### config.mk
export PLATFORM = sky130hd
export DESIGN_NAME = timm_ctrl
export DESIGN_NICKNAME = d
export VERILOG_FILES = /design/src/rtl/timm_pkg.sv /design/src/rtl/timm_ctrl.sv
export SDC_FILE = /design/constraint.sdc
export NUM_CORES = 1
export LEC_CHECK = 0
export BUFFER_PORTS_ARGS = -buffer_cell sky130_fd_sc_hd__buf_2
export CORE_MARGIN = 1.5
export CORE_UTILIZATION = 29
export CTS_CLUSTER_SIZE = 10
export DETAILED_ROUTE_END_ITERATION = 8
export SKIP_CTS_REPAIR_TIMING = 1
export SLEW_MARGIN = 40
export SYNTH_ARGS = -nofsm -noshare
export SYNTH_HDL_FRONTEND = slang
export SYNTH_SLANG_ARGS = --single-unit
export TNS_END_PERCENT = 5
### constraint.sdc
create_clock -name clk -period 7.7 [get_ports clk]
set_clock_uncertainty 0.05 [all_clocks]
set_input_delay 0.77 -clock clk [delete_from_list [all_inputs] [get_ports clk]]
set_output_delay 0.77 -clock clk [all_outputs]
set_load 0.02 [all_outputs]
### src/rtl/timm_pkg.sv
// shared types and constants for the tiled integer matrix multiply unit
`timescale 1ns / 1ps
package timm_pkg;

  localparam int ElemW = 16;
  localparam int WordW = 64;

  typedef enum logic [1:0] {
    ST_LOAD,
    ST_COMPUTE,
    ST_EMIT
  } state_t;

  // commands from controller to datapath
  typedef struct packed {
    logic load_we;
    logic compute_step;
    logic compute_clear;
    logic emit_step;
  } cmd_t;

  // status from datapath to controller
  typedef struct packed {
    logic load_done;
    logic compute_done;
    logic emit_done;
  } status_t;

endpackage

### src/rtl/timm_ctrl.sv
// controller state machine: load, compute and emit sequencing
`timescale 1ns / 1ps
module timm_ctrl (
  input  logic                clk,
  input  logic                rst,
  input  logic                in_valid,
  output logic                in_stall,
  input  logic                out_stall,
  output logic                out_valid,
  input  logic [7:0]          depth_block_count,
  input  timm_pkg::status_t   status,
  output timm_pkg::cmd_t      cmd
);

  timm_pkg::state_t state, state_next;
  logic [7:0] depth_block_index, depth_block_index_next;
  logic       last_block;

  // count zero means 256 blocks
  assign last_block = (depth_block_count == 8'd0) ? (depth_block_index == 8'hff)
                    : ({1'b0, depth_block_index} + 9'd1 >= {1'b0, depth_block_count});

  // state and block counter registers
  always_ff @(posedge clk) begin
    if (rst) begin
      state             <= timm_pkg::ST_LOAD;
      depth_block_index <= '0;
    end else begin
      state             <= state_next;
      depth_block_index <= depth_block_index_next;
    end
  end

  // next state and command decode
  always_comb begin
    state_next             = state;
    depth_block_index_next = depth_block_index;
    cmd                    = '0;
    in_stall               = 1'b1;
    out_valid              = 1'b0;
    case (state)
      timm_pkg::ST_LOAD: begin
        in_stall    = 1'b0;
        cmd.load_we = in_valid;
        if (in_valid && status.load_done) begin
          state_next = timm_pkg::ST_COMPUTE;
        end
      end
      timm_pkg::ST_COMPUTE: begin
        cmd.compute_step  = 1'b1;
        cmd.compute_clear = (depth_block_index == 8'd0);
        if (status.compute_done) begin
          if (last_block) begin
            depth_block_index_next = '0;
            state_next             = timm_pkg::ST_EMIT;
          end else begin
            depth_block_index_next = depth_block_index + 8'd1;
            state_next             = timm_pkg::ST_LOAD;
          end
        end
      end
      timm_pkg::ST_EMIT: begin
        out_valid     = 1'b1;
        cmd.emit_step = !out_stall;
        if (!out_stall && status.emit_done) begin
          state_next = timm_pkg::ST_LOAD;
        end
      end
      default: begin
        state_next = timm_pkg::ST_LOAD;
      end
    endcase
  end

endmodule

# --- Word level (Yosys, flattened, before mapping) ---
# Cells that the tools add are included.
totals:
  ff_bits: 10
  inputBits: 15
  out_inout_bits: 6
  elab_cells: 31
op_classes:
  add_sub_neg: 2
  magnitude_cmp: 1
  eq_ne: 6
  muxes: 12
  reduce_logical: 8
ops:
  columns: ["op", "n"]
  rows:
  - ["8-bit logical NOT", 2]
  - ["2-bit 2-to-1 mux", 5]
  - ["8-bit by 1-bit adder with 9-bit output, second input constant", 1]
  - ["9-bit by 8-bit >= comparator with 1-bit output", 1]
  - ["8-bit by 1-bit adder with 8-bit output, second input constant", 1]
  - ["8-bit equality test, second input constant", 1]
  - ["8-bit 2-to-1 mux", 1]
  - ["2-bit != test, second input constant", 3]
  - ["2-bit one-hot mux with 3 select lines", 1]
  - ["1-bit 2-to-1 mux", 5]
  - ["3-bit AND reduction", 1]
  - ["2-bit by 1-bit equality test with 1-bit output, second input constant", 1]
  - ["2-bit equality test, second input constant", 1]
  - ["1-bit logical AND", 2]
  - ["2-bit logical NOT", 1]
  - ["2-bit AND reduction", 1]
  - ["1-bit logical NOT", 1]

# --- Longest topological paths before layout ---
logic_depth:
  word_depth: 6
  depth_mapped: 10
  mapped_depth_nobuf: 10

# --- Worst setup path after synthesis ---
# Ideal clock, no wire load.
synth_path:
  path_type: "flip-flop to flip-flop"
  start: "register depth_block_index[0]"
  end: "register depth_block_index[1]"
  setup_time_ns: 0.100
  arrival_ns: 2.356
  required_ns: 7.550
  path_slack_ns: 5.194
  stages_incl_launch_ff: 11
  path_buffers: 0
  period_less_slack_ns: 2.506
  path_cell_list: "dfxtp_1 ha_1 nand4_4 or2_1 xnor2_1 ha_1 a21oi_1 o22ai_2 o311ai_4 nand2_4 a2111oi_4"
synth_via:
  elab_chain_len: 4
  word_cells_on_any_way: 6
  cone_classes: "2 x add/sub; 1 x order compare; 1 x eq/ne; 2 x mux"
synth_lines:
  columns: ["element", "line", "text"]
  rows:
  - ["start, declared", "timm_ctrl.sv:16", "logic [7:0] depth_block_index, depth_block_index_next;"]
  - ["start signal, assigned", "timm_ctrl.sv:30", "depth_block_index <= depth_block_index_next;"]
  - ["8-bit by 1-bit adder with 9-bit output", "timm_ctrl.sv:21", ": ({1'b0, depth_block_index} + 9'd1 >= {1'b0, depth_block_count});"]
  - ["9-bit by 8-bit >= comparator with 1-bit output", "timm_ctrl.sv:21", null]
  - ["1-bit 2-to-1 mux", "timm_ctrl.sv:20", "assign last_block = (depth_block_count == 8'd0) ? (depth_block_index == 8'hff)"]
  - ["8-bit 2-to-1 mux (*)", "timm_ctrl.sv:53", "if (last_block) begin"]
# Mark *: on every way between the ends. The rest lies on a longest branch, timed or not.
# A chain may end at the register's enable or synchronous reset.

# --- Worst setup path in the final report ---
# Same ends and word-level chain as after synthesis.

==> flow_metrics.py <==
metrics = {
    "die": {
        "initial_utilization_pct": 30.6,
        "io_pins": 21,
        "std_cell_rows": 20,
        "die_area_um2": 3570,
        "die_y_um": 59.8,
        "coreArea_um2": 3050,
        "fp.dieW_um": 59.8,
    },
    "outcome": {
        "status": "finished clean",
    },
    "yosys": {
        "async_flop_share_pct": 0,
        "syn_avg_cell_area_um2": 8.57,
        "synth_top_area_share_pct": 21.4,
        "synth_area_leaders": "dfxtp_1, ha_1, xnor2_1, inv_1, nor2_1",
        "synth.yosys.seq_area_share_pct": 21.4,
        "synth_fp_nets": 134,
        "synth.distinct_cells": 37,
        "ys_seq_elements": 10,
        "yosysWarnings": 0,
        "syn_inst": 109,
        "synth_area_um2": 935,
        "synth_edf_count": 0,
        "yosysMostFrequentCell": "inv_1",
        "ys.flop_type": "dfxtp_1",
        "synth_commonest_cells": "inv_1, dfxtp_1, ha_1, nor2_1, xnor2_1",
        "yosys.area.top_type": "dfxtp_1",
    },
    "drt": {
        "route.detailed.drc": 0,
        "drtAntennaViolNets": 0,
        "routed_wl_um": 1860,
        "dr.pass1.iters": 4,
        "drt_iter0_markers": 5,
        "via_per_inst": 4.69,
        "vias": 812,
        "wl_per_cell_um": 10.8,
    },
    "sta": {
        "fin_tns_setup_ns": 0,
        "setup_viol": 0,
        "tightest_slew_ns": 0.355,
        "max_freq_mhz": 369,
        "post-route-period-util_pct": 35.2,
        "finalHoldViolCount": 0,
        "slew_headroom_pct": 76.1,
        "layout_min_cycle_time_ns": 2.71,
        "rsz0062_at_grt": "no",
        "slew_violations": 0,
    },
    "finish": {
        "drive_gt1_share_pct": 30.2,
        "fill_cells": 335,
        "num_antenna_cells": 0,
        "nets": 156,
        "syn_to_final_growth_pct": 16.6,
        "fin_cells": 173,
    },
    "critical_path": {
        "ff2ff_path_depth": 10,
        "crit_required_ns": 7.81,
        "critPathCaptureType": "flop",
        "r2r-start": "depth_block_index[0]",
        "crit_path_start_kind": "flop",
        "cp_max_fo": 7,
        "r2r_slack_ns": 4.99,
        "reg2reg_to": "depth_block_index[1]",
        "path_class": "reg -> reg",
        "cp.arrival_ns": 2.82,
    },
    "global_route": {
        "grt_remaining_overflow": 0,
        "grt_usage_pct": 12.2,
        "grt_start_max_net_pins": 12,
        "grt_first_pass_wirelength_um": 3240,
        "use_met1_pct": 14.2,
        "grt_pass1_vias": 775,
        "antenna_found_initial": 0,
        "met2_usage_pct": 21.4,
        "grt.busiest_layer": "met2",
        "met3_usage_pct": 4.55,
    },
    "place": {
        "place_hpwl_um": 1610,
        "gp_congestion": 0.814,
        "dp_cells": 170,
        "portBuffers": 20,
    },
    "worst_hold_path": {
        "worstHoldEndpoint": "state[0]",
        "hp-start": "state[1]",
        "hold_depth": 1,
        "hp-class": "reg -> reg",
    },
    "job": {
        "maxCapViolations": 0,
    },
    "clocking": {
        "cts_buffers": 3,
        "clock-sinks": 10,
        "clock_latency_ns": 0.26,
        "htree_levels": 1,
        "cts_buffer_depth": 2,
        "tritoncts": "done",
        "root_buffer": "clkbuf_4",
        "clk_pin_slew_ns": 0.06,
    },
    "pwr": {
        "p_leak_nw": 0.478,
        "vdd_ir_drop_max_mv": 0.0538,
        "power_per_cell_area_nw_per_um2": 98.1,
    },
}
worst max path at each step:
| stage | start | endpoint | slack, ns | depth (start not counted) |
|---|---|---|---|---|
| global route | depth_block_index[0] | depth_block_index[1] | 4.80 | 10 |
| detailed placement | depth_block_index[0] | depth_block_index[1] | 4.99 | 10 |
| floorplan | depth_block_index[0] | depth_block_index[1] | 5.19 | 10 |
| global placement | depth_block_index[0] | depth_block_index[1] | 5.08 | 10 |
| CTS | depth_block_index[0] | depth_block_index[1] | 4.98 | 10 |
| finish | depth_block_index[0] | depth_block_index[1] | 4.99 | 10 |
flip-flops by register name, summed over array words and instances, names as in the netlist:
signal,flops
depth_block_index,8
state,2
report_power, final:
group | leakage [nW] | total (mW) | switching, mW | internal [mW]
logic | 0.384 | 0.0193 | 0.0112 | 0.00812
registers | 0.0808 | 0.0533 | 0.000794 | 0.0525
clock network | 0.0138 | 0.0344 | 0.0164 | 0.0180
total | 0.478 | 0.107 | 0.0283 | 0.0786
cell usage in the layout, fill, tap and decap left out, types with 2 or more instances in the layout:
cell / n
buf_2: 20
nor3_2: 2
a21oi_1: 3
nor4_2: 2
nor2b_1: 3
nor3_1: 7
nor2_1: 10
inv_1: 13
dfxtp_1: 10
nand2_1: 6
clkbuf_4: 3
xnor2_1: 9
or3_1: 2
o21ai_0: 3
ha_1: 10
xor2_1: 3
nand3_1: 4
layer usage:
metal / vias to the layer above / part of all wire [%]
li1: 414 / -
met1: 377 / 43
met2: 21 / 50
met3: 0 / 6.9
met4: 0 / 0
met5: - / 0
through the flow:
stage	hold WS [ns]	utilization [%]	worst slack, ns	total power [mW]	cell area [um2]
after floorplan	0.396	-	5.19	0.0658	935
after detailed placement	0.426	35.0	4.99	0.0740	1070
after CTS	0.435	35.7	4.98	0.109	1090
after global placement	0.422	35.0	5.08	0.0734	1070
after global routing	0.459	35.7	4.80	0.114	1090
final	0.427	35.7	4.99	0.107	1090
layout make-up:
type / count / area [um2] / share of cell area, %
multi-input cells: 83 / 663 / 60.8
inverters: 13 / 48.8 / 4.48
flip-flops and latches: 10 / 200 / 18.4
repair buffers: 20 / 100 / 9.18
well taps: 44 / 55.1 / 5.05
clock buffers: 3 / 22.5 / 2.07
critical path, cell delays in order (launching register included):
cell       delay (ns)
dfxtp_1          0.40
ha_1             0.30
nand4_4          0.14
or2_1            0.27
xnor2_1          0.13
ha_1             0.30
a21oi_1          0.17
o22ai_2          0.12
o311ai_4         0.28
nand2_4          0.14
a2111oi_4        0.32
kinds of logic (layout without fill, tap and decap cells):
kind of cell | Yosys count | in the layout | share of synthesized area, %
DFF | 10 | 10 | 21.4
AOI/OAI and AO/OA | 12 | 12 | 13.1
xor gates and xnor gates | 12 | 12 | 11.2
buffers and inverters | 16 | 36 | 7.63
and+or+nand+nor | 48 | 48 | 32.0
muxes | 1 | 1 | 1.20
adders and majority gates | 10 | 10 | 13.4
Power figures use the tool's default switching activity.
